## config.mk

```make
export PLATFORM = sky130hd
export DESIGN_NAME = bgr_ctrl
export DESIGN_NICKNAME = d
export VERILOG_FILES = /design/src/sv/bgr_pkg.sv /design/src/sv/bgr_ctrl.sv
export SDC_FILE = /design/constraint.sdc
export NUM_CORES = 1
export LEC_CHECK = 0
export BUFFER_PORTS_ARGS = -buffer_cell sky130_fd_sc_hd__buf_2
export CAP_MARGIN = 0
export CORE_MARGIN = 10
export CORE_UTILIZATION = 40
export CTS_CLUSTER_DIAMETER = 50
export DETAILED_ROUTE_END_ITERATION = 10
export PLACE_DENSITY = 0.58
export SLEW_MARGIN = 10
export SYNTH_ARGS = -nofsm -noshare
export SYNTH_HDL_FRONTEND = slang
export SYNTH_SLANG_ARGS = --single-unit
```

## constraint.sdc

```tcl
create_clock -name clock -period 4.6 [get_ports clock]
set_input_delay 0.23 -clock clock [delete_from_list [all_inputs] [get_ports clock]]
set_output_delay 0.23 -clock clock [all_outputs]
set_load 0.05 [all_outputs]
```

## src/sv/bgr_pkg.sv

```systemverilog
// Shared types, constants and tables for the glide ratio field selector.
package bgr_pkg;

   // Table geometry
   localparam int MaxFields = 64;
   localparam int FieldAw   = $clog2(MaxFields);
   localparam int FieldsW   = 7;

   // Iteration counts of the shared units
   localparam int SqrtSteps   = 32;
   localparam int DivSteps    = 54;
   localparam int CordicSteps = 20;
   localparam int CordicShift = 16;

   // Datapath widths
   localparam int DistW = 46;   // distance in 2.5e-6 m units
   localparam int DvW   = 34;   // divisor
   localparam int NumW  = 54;   // dividend and quotient
   localparam int RatW  = 36;   // unclamped ratio
   localparam int CorW  = 50;   // rotator vector
   localparam int ZW    = 24;   // rotator angle in 1e-4 deg

   // Arithmetic constants
   localparam int DistUnit   = 11112;
   localparam int DistDiv    = 400000;
   localparam int CdegHalf   = 50;
   localparam int Deg180     = 1800000;
   localparam int Bearing90  = 9000;
   localparam int AngClamp   = 18000;
   localparam int RatioClamp = 25344;
   localparam int DistMax    = 67108863;

   // Reciprocals: (D >> 7) * ceil(2^51 / 3125) >> 51 gives D / 400000,
   // split into high and low 20-bit halves; z * ceil(2^32 / 100) >> 32 gives z / 100
   localparam int DistRecHi = 687194;
   localparam int DistRecLo = 804636;
   localparam int CdegRec   = 42949673;

   // Item operations
   localparam logic OpLoad  = 1'b0;
   localparam logic OpQuery = 1'b1;

   typedef enum logic [4:0] {
      DpNop, DpLoad, DpQuery, DpRead, DpDiff, DpSqa, DpSqo, DpSqrt, DpMul,
      DpDivRatio, DpDivStep, DpCmp, DpDistLo, DpDist, DpCinit, DpCstep,
      DpAngle, DpResult
   } dp_op_type;

   typedef struct packed {
      dp_op_type          op;
      logic [FieldAw-1:0] addr;
      logic [4:0]         step;
   } dp_cmd_type;

   typedef struct packed {
      logic found;
      logic h_pos;
      logic zero_vec;
   } dp_status_type;

   typedef struct packed {
      logic               operation;
      logic [5:0]         entry_index;
      logic signed [27:0] latitude;
      logic signed [28:0] longitude;
      logic signed [14:0] altitude;
   } req_item_type;

   typedef struct packed {
      logic               found;
      logic [5:0]         field_index;
      logic [14:0]        glide_ratio_q8;
      logic [25:0]        distance_m;
      logic signed [15:0] bearing_cdeg;
   } rsp_item_type;

   // atan(2^-i) in 1e-4 degree
   function automatic logic [18:0] atan_tab(input logic [4:0] i);
      logic [18:0] v;
      case (i)
         5'd0:    v = 19'd450000;
         5'd1:    v = 19'd265651;
         5'd2:    v = 19'd140362;
         5'd3:    v = 19'd71250;
         5'd4:    v = 19'd35763;
         5'd5:    v = 19'd17899;
         5'd6:    v = 19'd8952;
         5'd7:    v = 19'd4476;
         5'd8:    v = 19'd2238;
         5'd9:    v = 19'd1119;
         5'd10:   v = 19'd560;
         5'd11:   v = 19'd280;
         5'd12:   v = 19'd140;
         5'd13:   v = 19'd70;
         5'd14:   v = 19'd35;
         5'd15:   v = 19'd17;
         5'd16:   v = 19'd9;
         5'd17:   v = 19'd4;
         5'd18:   v = 19'd2;
         5'd19:   v = 19'd1;
         default: v = 19'd0;
      endcase
      return v;
   endfunction

endpackage

```

## src/sv/bgr_ctrl.sv

```systemverilog
// Sequencer: handshakes, field count register, scan and unit iteration control.
module bgr_ctrl import bgr_pkg::*; (
   input  logic          clock,
   input  logic          reset,
   input  logic          req_valid,
   input  logic          req_operation,
   output logic          req_ready,
   input  logic          csr_valid,
   input  logic [6:0]    csr_data,
   output logic          csr_ready,
   output logic          rsp_valid,
   input  logic          rsp_ready,
   output dp_cmd_type    cmd,
   input  dp_status_type status
);

   typedef enum logic [4:0] {
      StIdle, StRead, StDiff, StSqa, StSqo, StSqrt, StMul, StDivR, StDivRS, StCmp,
      StNext, StDistLo, StDist, StCinit, StCstep, StAng, StFin
   } state_type;

   state_type          state_ff, state_in;
   logic [FieldsW-1:0] fields_ff;
   logic [FieldsW-1:0] entry_ff, entry_in;
   logic [5:0]         cnt_ff, cnt_in;
   logic               rsp_valid_ff, rsp_valid_in;
   logic [FieldsW-1:0] nlim;
   logic               req_xfer, out_free;

   assign nlim      = (fields_ff > FieldsW'(MaxFields)) ? FieldsW'(MaxFields) : fields_ff;
   assign req_ready = (state_ff == StIdle);
   assign req_xfer  = req_valid && req_ready;
   assign csr_ready = 1'b1;
   assign rsp_valid = rsp_valid_ff;
   assign out_free  = !rsp_valid_ff || rsp_ready;

   // Next state and datapath commands
   always_comb begin
      state_in     = state_ff;
      entry_in     = entry_ff;
      cnt_in       = cnt_ff;
      rsp_valid_in = rsp_valid_ff && !rsp_ready;
      cmd.op       = DpNop;
      cmd.addr     = entry_ff[FieldAw-1:0];
      cmd.step     = cnt_ff[4:0];
      case (state_ff)
         StIdle: begin
            if (req_xfer) begin
               if (req_operation == OpLoad) begin
                  cmd.op = DpLoad;
               end else begin
                  cmd.op   = DpQuery;
                  entry_in = '0;
                  state_in = (nlim == '0) ? StFin : StRead;
               end
            end
         end
         StRead: begin
            cmd.op   = DpRead;
            state_in = StDiff;
         end
         StDiff: begin
            cmd.op   = DpDiff;
            state_in = StSqa;
         end
         StSqa: begin
            if (status.h_pos) begin
               cmd.op   = DpSqa;
               state_in = StSqo;
            end else begin
               state_in = StNext;
            end
         end
         StSqo: begin
            cmd.op   = DpSqo;
            cnt_in   = '0;
            state_in = StSqrt;
         end
         StSqrt: begin
            cmd.op = DpSqrt;
            cnt_in = cnt_ff + 6'd1;
            if (cnt_ff == 6'(SqrtSteps - 1)) begin
               state_in = StMul;
            end
         end
         StMul: begin
            cmd.op   = DpMul;
            state_in = StDivR;
         end
         StDivR: begin
            cmd.op   = DpDivRatio;
            cnt_in   = '0;
            state_in = StDivRS;
         end
         StDivRS: begin
            cmd.op = DpDivStep;
            cnt_in = cnt_ff + 6'd1;
            if (cnt_ff == 6'(DivSteps - 1)) begin
               state_in = StCmp;
            end
         end
         StCmp: begin
            cmd.op   = DpCmp;
            state_in = StNext;
         end
         StNext: begin
            entry_in = entry_ff + 7'd1;
            if (entry_ff + 7'd1 == nlim) begin
               state_in = status.found ? StDistLo : StFin;
            end else begin
               state_in = StRead;
            end
         end
         StDistLo: begin
            cmd.op   = DpDistLo;
            state_in = StDist;
         end
         StDist: begin
            cmd.op   = DpDist;
            state_in = StCinit;
         end
         StCinit: begin
            cmd.op   = DpCinit;
            cnt_in   = '0;
            state_in = status.zero_vec ? StAng : StCstep;
         end
         StCstep: begin
            cmd.op = DpCstep;
            cnt_in = cnt_ff + 6'd1;
            if (cnt_ff == 6'(CordicSteps - 1)) begin
               state_in = StAng;
            end
         end
         StAng: begin
            cmd.op   = DpAngle;
            state_in = StFin;
         end
         StFin: begin
            if (out_free) begin
               cmd.op       = DpResult;
               rsp_valid_in = 1'b1;
               state_in     = StIdle;
            end
         end
         default: begin
            state_in = StIdle;
         end
      endcase
   end

   // Hold state, counters, field count and response valid
   always_ff @(posedge clock) begin
      if (reset) begin
         state_ff     <= StIdle;
         entry_ff     <= '0;
         cnt_ff       <= '0;
         rsp_valid_ff <= 1'b0;
         fields_ff    <= '0;
      end else begin
         state_ff     <= state_in;
         entry_ff     <= entry_in;
         cnt_ff       <= cnt_in;
         rsp_valid_ff <= rsp_valid_in;
         if (csr_valid && csr_ready) begin
            fields_ff <= csr_data;
         end
      end
   end

endmodule
```

==> flow_metrics.py, run 1 <==
metrics = {
    "floorplan": {
        "i_o_pins": 35,
        "core_area_sq_mm": 0.00469,
        "die_width_um": 89.4,
        "initial_utilization_pct": 41.0,
        "placementRows": 25,
        "die_height_um": 89.4,
        "fp.dieArea_sq_mm": 0.00799,
    },
    "synth": {
        "syn_inst": 259,
        "seq_area_frac_synth_pct": 27.0,
        "postSynthRegisterBits": 26,
        "syn_nets": 278,
        "synth_top_cell_area_share_pct": 27.0,
        "synth.lib_cells_used.distinct": 57,
        "post_synthesis_instance_area_sq_mm": 0.00193,
        "avgSynthCellArea_sq_um": 7.43,
        "synth-warning-count": 0,
        "synth_async_sr_flop_share_pct": 0,
        "synth_ff_type": "sky130_fd_sc_hd__dfxtp_1",
        "yosys-top-cells-area": "sky130_fd_sc_hd__dfxtp_1 27%, sky130_fd_sc_hd__a21oi_1 7.8%, sky130_fd_sc_hd__nor2_1 6.0%",
        "yosys.area.top_type": "sky130_fd_sc_hd__dfxtp_1",
        "synth_enable_flop_cells": 0,
    },
    "cts": {
        "cts_hold_repair.buffers": 0,
        "cts.root.buffer_cell": "sky130_fd_sc_hd__clkbuf_8",
        "numCtsBuffers": 3,
        "tritoncts_num_sinks": 26,
        "postCtsSetupRepairBufs": 0,
        "h-tree-depth": 1,
        "path_clk_slew_ns": 0.10,
        "cts_tree": "built",
        "post_cts_resized": 0,
        "cts-root-to-sink-buffers": 2,
        "clock_insertion_delay_worst_skew_ns": 0.27,
    },
    "critical_path": {
        "path_buf_inv": 0,
        "critPathKind": "reg -> reg",
        "reg2reg_slack_ns": 2.19,
        "critPathMaxStageDelay_ns": 0.50,
        "crit_path_cell_trace": "ha_1 -> nand3_1 -> nor3_1 -> o221ai_2 -> a2111oi_4 -> nand4_2 -> a221oi_2",
        "critical_path.slowest_cell": "sky130_fd_sc_hd__dfxtp_1",
        "worst_path_dominant_cell_family": "compound AO/OA/AOI/OAI gates",
        "cp-end-kind": "flip-flop",
        "timing.critical_path.fanout_max": 9,
        "worst-endpoint-required_ns": 4.79,
        "crit_path_start_kind": "flip-flop",
        "crit_arrival_ns": 2.60,
    },
    "global_routing": {
        "wire_length_of_the_first_global_routing_pass_um": 7800,
        "grt_usage_pct": 11.9,
        "grt_pass1_vias": 1643,
        "grt_start_max_net_pins": 27,
        "antenna_violations_before_repair": 0,
        "grt_overflow": 0,
    },
    "final_layout": {
        "antennaDiodeCount": 0,
        "nNetsFinal": 288,
        "post_route_cells_drive_above_1_share_pct": 16.8,
        "syn_to_final_growth_pct": 7.80,
        "fillCellCount": 505,
    },
    "placement": {
        "place.port_buffers": 33,
        "place.detailed.hpwl_um": 3510,
        "gp_routability_congestion": 0.845,
    },
    "route": {
        "drt-pass1-iter-count": 4,
        "dr.first_iter.drc_count": 126,
        "totalWireLength_um": 4770,
        "avgViaCountPerCell": 5.60,
        "drc_errors": 0,
        "detail-route-antenna-nets": 0,
        "post_drt_wl_per_cell_um": 14.8,
        "num_vias": 1803,
    },
    "timing": {
        "max_clock_freq_mhz": 416,
        "timing.final.setup_violations": 0,
        "post_route_clock_skew_ns": 0.00774,
        "final_period_utilization_pct": 52.3,
        "max_slew_margin_pct": 52.9,
        "finalWorstPathRequiredPeriod_ns": 2.41,
        "final_hold_viol_count": 0,
        "setup_total_negative_slack_ns": 0,
        "worst-slew-pin-transition_ns": 0.706,
        "worst_case_hold_slack_ns": 0.184,
        "setup_repair_after_global_routing_missed_its_margin": "no",
        "timing_max_transition_violations_final": 0,
    },
    "job": {
        "max-cap-violations": 0,
    },
    "pwr": {
        "vdd_ir_drop_max_mv": 0.133,
        "power_density_mw_per_mm2": 262,
        "finalPower_w": 0.000544,
        "total_leakage_power_nw": 0.806,
    },
    "min_path": {
        "min-delay-path-class": "in -> reg",
    },
    "run_status": {
        "status": "finished clean",
    },
}
==> cells by family after synthesis <==
family / Yosys count / share of synthesized area, %
flip-flops: 26 / 27.0
AND/OR/NAND/NOR: 105 / 29.7
AO/OA/AOI/OAI: 76 / 25.7
XOR/XNOR: 5 / 2.27
buffers and inverters: 36 / 9.55
other: 1 / 0.195
multiplexers: 7 / 3.64
adder cells (fa/ha/maj): 3 / 1.95
==> cell usage in the layout (no fill, tap or decap), types with 2 or more instances in the layout <==
| master | Yosys | layout |
|---|---|---|
| sky130_fd_sc_hd__buf_2 | 3 | 33 |
| sky130_fd_sc_hd__nor2_1 | 31 | 31 |
| sky130_fd_sc_hd__a21oi_1 | 30 | 30 |
| sky130_fd_sc_hd__dfxtp_1 | 26 | 26 |
| sky130_fd_sc_hd__o21ai_0 | 14 | 14 |
| sky130_fd_sc_hd__nand2_1 | 13 | 13 |
| sky130_fd_sc_hd__nand3_1 | 9 | 9 |
| sky130_fd_sc_hd__inv_1 | 8 | 8 |
| sky130_fd_sc_hd__nor2b_1 | 7 | 7 |
| sky130_fd_sc_hd__mux2i_1 | 7 | 7 |
| sky130_fd_sc_hd__nand2b_1 | 6 | 6 |
| sky130_fd_sc_hd__and2_1 | 6 | 6 |
| sky130_fd_sc_hd__o21ai_1 | 6 | 6 |
| sky130_fd_sc_hd__or3_1 | 6 | 6 |
| sky130_fd_sc_hd__and3_1 | 4 | 4 |
| sky130_fd_sc_hd__nor3b_1 | 3 | 3 |
| sky130_fd_sc_hd__a31oi_1 | 3 | 3 |
| sky130_fd_sc_hd__nor3_1 | 3 | 3 |
| sky130_fd_sc_hd__xnor2_1 | 3 | 3 |
| sky130_fd_sc_hd__ha_1 | 3 | 3 |
| sky130_fd_sc_hd__clkbuf_8 | 0 | 3 |
| sky130_fd_sc_hd__o311a_1 | 2 | 2 |
| sky130_fd_sc_hd__nor4_1 | 2 | 2 |
| sky130_fd_sc_hd__o22ai_1 | 2 | 2 |
| sky130_fd_sc_hd__or4_1 | 2 | 2 |
| sky130_fd_sc_hd__a21o_1 | 2 | 2 |
| sky130_fd_sc_hd__or3b_1 | 2 | 2 |
| sky130_fd_sc_hd__xor2_1 | 2 | 2 |
| sky130_fd_sc_hd__o32a_1 | 2 | 2 |
==> report_power, final <==
part / leakage, nW / total, W / internal [W] / switching, W
combinational: 0.560 / 0.000105 / 0.0000373 / 0.0000680
clock: 0.0357 / 0.000193 / 0.000116 / 0.0000769
sequential: 0.211 / 0.000245 / 0.000231 / 0.0000140
total: 0.806 / 0.000544 / 0.000385 / 0.000159
==> layer usage <==
layer  share of wire [%]  track usage, %  routed length [um]
met1                  50            17.5                2400
met2                  40            15.8                1900
met3                 8.9            3.92                 425
met4                0.92            3.32                  44
met5                   0               0                   0
==> synthesized netlist by cell type, types with 2 or more instances <==
cell type / number
sky130_fd_sc_hd__o32a_1: 2
sky130_fd_sc_hd__o21ai_0: 14
sky130_fd_sc_hd__and2_1: 6
sky130_fd_sc_hd__a21oi_1: 30
sky130_fd_sc_hd__or3b_1: 2
sky130_fd_sc_hd__nor2_1: 31
sky130_fd_sc_hd__clkbuf_1: 13
sky130_fd_sc_hd__o21ai_1: 6
sky130_fd_sc_hd__buf_2: 3
sky130_fd_sc_hd__mux2i_1: 7
sky130_fd_sc_hd__ha_1: 3
sky130_fd_sc_hd__o22ai_1: 2
sky130_fd_sc_hd__dfxtp_1: 26
sky130_fd_sc_hd__xnor2_1: 3
sky130_fd_sc_hd__a21o_1: 2
sky130_fd_sc_hd__inv_1: 8
sky130_fd_sc_hd__o311a_1: 2
sky130_fd_sc_hd__nand2_1: 13
sky130_fd_sc_hd__nand3_1: 9
sky130_fd_sc_hd__nor2b_1: 7
sky130_fd_sc_hd__nor3_1: 3
sky130_fd_sc_hd__a31oi_1: 3
sky130_fd_sc_hd__or3_1: 6
sky130_fd_sc_hd__nor3b_1: 3
sky130_fd_sc_hd__xor2_1: 2
sky130_fd_sc_hd__nand2b_1: 6
sky130_fd_sc_hd__or4_1: 2
sky130_fd_sc_hd__buf_4: 12
sky130_fd_sc_hd__and3_1: 4
sky130_fd_sc_hd__nor4_1: 2
==> layout make-up <==
class	count	area, sq um	area share [%]
multi-input cells	197	1220	58.8
clock inverters	1	30.0	1.45
flip-flops and latches	26	520	25.1
well taps	54	67.6	3.25
inverters	8	30.0	1.45
clock buffers	3	41.3	1.99
repair buffers	33	165	7.96
==> worst paths after layout <==
path | start | end | cells after the start
hold / removal | csr_data[2] | fields_ff[2] | 3
setup reg to reg | entry_ff[0] | state_ff[1] | 7
hold reg to reg | cnt_ff[4] | cnt_ff[4] | 2
setup / recovery | entry_ff[0] | state_ff[1] | 7
==> state kept, by name (all words and copies together) (netlist names) <==
signal     flops
cnt_ff         6
entry_ff       7
fields_ff      7
rsp_valid      1
state_ff       5
==> worst min-delay path: cells and delay by family <==
| family | cells | cell delay, ns |
|---|---|---|
| and+or+nand+nor | 1 | 0.07 |
| buffers and inverters | 1 | 0.07 |
| muxes | 1 | 0.05 |
==> per-stage QoR <==
step / utilization (%) / cells / cell area (sq um) / setup slack, ns
after floorplan: - / 259 / 1930 / 2.15
after global placement: 42.7 / 318 / 2000 / 2.31
after detailed placement: 42.7 / 318 / 2000 / 2.22
after CTS: 44.2 / 322 / 2080 / 2.19
after global routing: 44.2 / 322 / 2080 / 2.00
final: 44.2 / 322 / 2080 / 2.19
Note: power is estimated with default switching activity, not from simulation.
==> inputs of run 2 (changes only) <==
Settings changed: PLACE_DENSITY 0.58 to 0.6.
Clock period 4.6 ns to 2 ns, I/O delays scaled along.
==> run 2 against run 1 <==
  * The run now ends with negative setup slack left
  * Flip-flop and latch count unchanged
  * First-iteration DRC count increased by 1.6%
  * Wire length increased by 6.9%
  * Fmax increased by 18%
  * Worst setup slack got worse by 2.2 ns
  * Count of clock-buffer cells in the layout unchanged
  * Cell count increased by 9.3%
  * Core utilization increased by 6.1 points
  * Critical path type unchanged
  * Critical endpoint unchanged
==> flow_metrics.py, run 2 (same netlist as run 1, synthesis figures left out) <==
metrics = {
    "final_layout": {
        "postLayoutCellArea_sq_mm": 0.00236,
        "layout_commonest_cell": "sky130_fd_sc_hd__buf_2",
        "post_route_cells_drive_above_1_share_pct": 29.5,
        "nNetsFinal": 318,
        "syn_to_final_growth_pct": 22.5,
        "most-common-layout-cells": "33 x sky130_fd_sc_hd__buf_2, 30 x sky130_fd_sc_hd__a21oi_1, 30 x sky130_fd_sc_hd__buf_4",
        "top_regs": "entry_ff (7), fields_ff (7), cnt_ff (6)",
        "antennaDiodeCount": 0,
    },
    "timing": {
        "worst-slew-pin-transition_ns": 0.519,
        "finalWorstPathRequiredPeriod_ns": 2.04,
        "setup_repair_after_global_routing_missed_its_margin": "yes",
        "max_clock_freq_mhz": 490,
        "max_slew_margin_pct": 65.4,
        "worst_case_hold_slack_ns": 0.0388,
        "post_route_clock_skew_ns": 0.0131,
        "final_hold_viol_count": 0,
        "final_period_utilization_pct": 102,
        "timing_max_transition_violations_final": 0,
        "timing.final.setup_violations": 2,
        "layout_setup_ws_ns": -0.0398,
    },
    "floorplan": {
        "initial_utilization_pct": 41.0,
        "i_o_pins": 35,
        "placementRows": 25,
        "die_height_um": 89.4,
        "die_width_um": 89.4,
        "fp.dieArea_sq_mm": 0.00799,
        "core_area_sq_mm": 0.00469,
    },
    "critical_path": {
        "worst-endpoint-required_ns": 2.19,
        "cp-end-kind": "flip-flop",
        "rr_endpoint": "state_ff[1]",
        "crit_path_start_kind": "flip-flop",
        "crit_cells": 6,
        "critical_path.slowest_cell": "sky130_fd_sc_hd__or4_4",
        "timing.rr.start": "fields_ff[1]",
        "crit_path_cell_trace": "or4_4 -> nor3_4 -> o221ai_2 -> a2111oi_4 -> nand4_2 -> a221oi_2",
        "crit_arrival_ns": 2.23,
        "reg2reg_slack_ns": -0.04,
        "worst_path_dominant_cell_family": "simple AND/OR/NAND/NOR gates",
        "timing.critical_path.fanout_max": 2,
        "rr_worst_depth": 6,
        "critPathMaxStageDelay_ns": 0.55,
        "critPathKind": "reg -> reg",
        "path_buf_inv": 0,
    },
    "placement": {
        "place.detailed.hpwl_um": 3920,
        "place.port_buffers": 33,
        "gp_routability_congestion": 0.897,
        "placed_cell_area_sq_mm": 0.00225,
    },
    "min_path": {
        "min-delay-path-class": "in -> reg",
        "worst_hold_endpoint": "fields_ff[4]",
        "whs_path_depth": 3,
        "start_point_of_the_worst_hold_path": "csr_data[4]",
    },
    "cts": {
        "h-tree-depth": 1,
        "cts_hold_repair.buffers": 0,
        "tritoncts_num_sinks": 26,
        "postCtsSetupRepairBufs": 0,
        "cts.root.buffer_cell": "sky130_fd_sc_hd__clkbuf_8",
        "clock_insertion_delay_worst_skew_ns": 0.28,
        "cts_tree": "built",
        "cts-root-to-sink-buffers": 2,
        "numCtsBuffers": 3,
        "path_clk_slew_ns": 0.10,
    },
    "global_routing": {
        "grt_overflow": 0,
        "grt_start_max_net_pins": 27,
        "wire_length_of_the_first_global_routing_pass_um": 8580,
        "grt_pass1_vias": 1775,
        "grt_usage_pct": 13.3,
        "antenna_violations_before_repair": 0,
    },
    "pwr": {
        "vdd_ir_drop_max_mv": 0.400,
        "share_seq_of_total_power_pct": 42.3,
        "power_density_mw_per_mm2": 551,
        "internal_power_w": 0.000915,
        "p_clk_share_pct": 34.8,
        "sw_frac_of_total_pct": 29.6,
        "comb_power_share_pct": 22.9,
        "total_leakage_power_nw": 0.965,
        "total_switching_power_w": 0.000385,
    },
    "job": {
        "max-cap-violations": 0,
    },
    "route": {
        "drt-pass1-iter-count": 4,
        "detail-route-antenna-nets": 0,
        "drc_errors": 0,
        "num_vias": 1950,
        "dr.first_iter.drc_count": 128,
        "post_drt_wl_per_cell_um": 14.5,
        "totalWireLength_um": 5100,
        "avgViaCountPerCell": 5.54,
    },
    "run_status": {
        "violated_checks": "negative setup slack",
        "status": "complete, but fails checks",
    },
}
run 2: per-stage QoR:
stage               std cells  worst slack (ns)  utilization, %  power (W)  setup TNS, ns
global route              352            -0.177            50.3    0.00137         -0.513
global placement          348            0.0294            48.0   0.000850              0
floorplan                 259           0.00788               -   0.000761              0
CTS                       352           -0.0479            49.8    0.00131        -0.0983
finish                    352           -0.0398            50.3    0.00130        -0.0701
detailed placement        348           -0.0181            48.0   0.000852        -0.0181
run 2: cell type report:
class / instances / area (sq um)
clock buffers: 3 / 41.3
clock inverters: 1 / 30.0
fillers: 480 / 2330
inverters: 8 / 30.0
multi-input cells: 197 / 1270
flip-flops and latches: 26 / 527
well taps: 54 / 67.6
repair buffers: 63 / 390
run 2: layer usage:
layer	routed length, um	vias up	track usage (%)
met5	0	-	0
met4	45	0	3.03
met3	367	4	3.37
met2	2100	47	18.6
met1	2580	902	19.6
li1	-	997	-
run 2: worst max path at each step:
stage,start,end,slack (ns)
2_1_floorplan,entry_ff[0],state_ff[1],0.008
3_3_place_gp,fields_ff[0],state_ff[1],0.03
3_5_place_dp,fields_ff[0],state_ff[1],-0.02
4_1_cts,fields_ff[1],state_ff[1],-0.05
5_1_grt,fields_ff[1],state_ff[1],-0.18
6_report,fields_ff[1],state_ff[1],-0.04
run 2: power groups by stage:
stage	Clock, W	Combinational (W)	Sequential [W]
after floorplan	0	0.000203	0.000558
after global placement	0	0.000291	0.000560
after detailed placement	0	0.000292	0.000560
after CTS	0.000463	0.000295	0.000549
after global routing	0.000489	0.000326	0.000554
final	0.000453	0.000298	0.000550
run 2: worst min-delay path: stages:
cell and delay [ns]:
sky130_fd_sc_hd__buf_2 0.07, sky130_fd_sc_hd__mux2i_1 0.05, sky130_fd_sc_hd__nor2_1 0.07
run 2: repair_timing:
item / CTS / global route
endpoints found under the setup margin: 2 / 8
pin swaps: 5 / 1
gates resized for setup: 3 / 6
==> inputs of run 3 (changes only) <==
Settings changed: CAP_MARGIN 0 to not set, CELL_PAD_IN_SITES_DETAIL_PLACEMENT set to 0, CELL_PAD_IN_SITES_GLOBAL_PLACEMENT set to 2, CORE_UTILIZATION 40 to 28, PLACE_DENSITY 0.6 to 0.72.
==> run 3 against run 2 <==
  * Clock power decreased by 1%
  * Global-route usage decreased by 3.1 points
  * Sequential share of layout area decreased by 0.38 points
  * The run now ends clean
  * Sequential power about the same
  * Largest cell class unchanged
==> flow_metrics.py, run 3 (same netlist as run 1, synthesis figures left out) <==
metrics = {
    "critical_path": {
        "critPathKind": "reg -> reg",
        "reg2reg_slack_ns": 0.04,
        "crit_path_start_kind": "flip-flop",
        "worst-endpoint-required_ns": 2.20,
        "timing.critical_path.fanout_max": 2,
        "worst_setup_path_startpoint": "fields_ff[0]",
        "worstSetupEndpoint": "state_ff[1]",
        "rr_worst_depth": 6,
        "timing.rr.start": "fields_ff[0]",
        "crit_arrival_ns": 2.15,
        "rr_endpoint": "state_ff[1]",
        "cp-end-kind": "flip-flop",
    },
    "placement": {
        "place.detailed.hpwl_um": 4190,
        "number_of_placed_instances_taps_included": 373,
        "place.port_buffers": 33,
        "post-place-ws_ns": -0.0149,
        "gp_routability_congestion": 0.753,
    },
    "cts": {
        "h-tree-depth": 1,
        "cts-root-to-sink-buffers": 2,
        "cts.root.buffer_cell": "sky130_fd_sc_hd__clkbuf_8",
        "numCtsBuffers": 3,
        "path_clk_slew_ns": 0.10,
        "clock_insertion_delay_worst_skew_ns": 0.27,
        "tritoncts_num_sinks": 26,
        "cts_tree": "built",
    },
    "timing": {
        "final_hold_viol_count": 0,
        "timing.final.setup_violations": 0,
        "layout_setup_ws_ns": 0.0421,
        "final_period_utilization_pct": 97.9,
        "post_route_clock_skew_ns": 0.00262,
        "max_clock_freq_mhz": 511,
        "setup_repair_after_global_routing_missed_its_margin": "yes",
        "max_slew_margin_pct": 64.6,
        "timing_max_transition_violations_final": 0,
        "worst-slew-pin-transition_ns": 0.531,
        "finalWorstPathRequiredPeriod_ns": 1.96,
        "setup_total_negative_slack_ns": 0,
    },
    "route": {
        "num_vias": 1929,
        "totalWireLength_um": 5460,
        "detail-route-antenna-nets": 0,
        "post_drt_wl_per_cell_um": 14.4,
        "drc_errors": 0,
        "avgViaCountPerCell": 5.09,
        "drt-pass1-iter-count": 4,
        "dr.first_iter.drc_count": 68,
    },
    "final_layout": {
        "final_cell_count_no_fill": 379,
        "post_route_cells_drive_above_1_share_pct": 30.8,
        "top_regs": "entry_ff (7), fields_ff (7), cnt_ff (6)",
        "nNetsFinal": 319,
        "layout_commonest_cell": "sky130_fd_sc_hd__buf_2",
        "antennaDiodeCount": 0,
        "syn_to_final_growth_pct": 25.3,
        "most-common-layout-cells": "33 x sky130_fd_sc_hd__buf_2, 29 x sky130_fd_sc_hd__nor2_1, 29 x sky130_fd_sc_hd__a21oi_1, 29 x sky130_fd_sc_hd__buf_4, 19 x sky130_fd_sc_hd__dfxtp_1",
        "final_util_pct": 35.7,
    },
    "floorplan": {
        "i_o_pins": 35,
        "die_width_um": 103,
        "core_area_sq_mm": 0.00676,
        "fp.dieArea_sq_mm": 0.0106,
        "placementRows": 30,
        "die_height_um": 103,
        "initial_utilization_pct": 28.5,
    },
    "global_routing": {
        "grt_usage_pct": 10.2,
        "grt_pass1_vias": 1780,
        "wire_length_of_the_first_global_routing_pass_um": 8850,
        "grt_overflow": 0,
        "grt_start_max_net_pins": 27,
        "antenna_violations_before_repair": 0,
    },
    "pwr": {
        "internal_power_w": 0.000914,
        "comb_power_share_pct": 23.0,
        "p_clk_share_pct": 34.5,
        "power_density_mw_per_mm2": 537,
        "total_leakage_power_nw": 0.970,
        "total_switching_power_w": 0.000382,
        "sw_frac_of_total_pct": 29.5,
        "share_seq_of_total_power_pct": 42.5,
        "vdd_ir_drop_max_mv": 0.239,
    },
    "job": {
        "max-cap-violations": 0,
    },
    "min_path": {
        "min-delay-path-class": "in -> reg",
    },
    "run_status": {
        "status": "finished clean",
    },
}
==> run 3: per-stage QoR <==
stage / hold WS, ns / instance area [sq um] / total power [W]
after detailed placement: 0.342 / 2280 / 0.000857
after floorplan: 0.247 / 1950 / 0.000761
after CTS: 0.0467 / 2380 / 0.00131
final: 0.0520 / 2410 / 0.00130
after global placement: 0.333 / 2280 / 0.000856
after global routing: 0.0623 / 2410 / 0.00136
==> run 3: worst min-delay path by stage <==
stage	startpoint	to	slack (ns)	depth (start not counted)
finish	csr_data[2]	fields_ff[2]	0.05	3
global route	csr_data[6]	fields_ff[6]	0.06	3
CTS	csr_data[2]	fields_ff[2]	0.05	3
detailed placement	csr_data[2]	fields_ff[2]	0.34	3
global placement	csr_data[4]	fields_ff[4]	0.33	3
floorplan	csr_data[0]	fields_ff[0]	0.25	2
==> run 3: final cells by class <==
type	instances	area (sq um)
fill	736	4340
timing repair buffer	64	405
tap	80	100
clock buffer	3	41.3
sequential	26	529
inverter	8	30.0
multi-input combinational	197	1280
clock inverter	1	30.0
==> run 3: power groups by stage <==
stage	sequential (W)	combinational (W)	clock, W
global route	0.000555	0.000325	0.000482
finish	0.000551	0.000298	0.000447
floorplan	0.000558	0.000203	0
detailed placement	0.000563	0.000294	0
global placement	0.000562	0.000294	0
CTS	0.000552	0.000298	0.000462
==> run 3: routing by layer <==
metal	vias up	wire length, um	share of wire, %	GRT usage [%]
li1	999	-	-	-
met1	887	2890	53	15.2
met2	41	2230	41	14.2
met3	2	306	5.6	2.01
met4	0	31	0.57	2.89
met5	-	0	0	0
==> run 3: worst max-delay path, cell delays in order (launching register included) <==
cell and delay (ns):
sky130_fd_sc_hd__dfxtp_2 0.33, sky130_fd_sc_hd__or4_4 0.55, sky130_fd_sc_hd__nor3_4 0.13, sky130_fd_sc_hd__o221ai_2 0.12
sky130_fd_sc_hd__a2111oi_4 0.34, sky130_fd_sc_hd__nand4_2 0.17, sky130_fd_sc_hd__a221oi_2 0.24
==> run 3: repair_timing <==
action                     4_1_cts  5_1_grt
hold buffers                     0        0
pin swaps                        6       10
setup endpoints to repair        3        4
setup buffers                    2        0
resized for setup                4       10
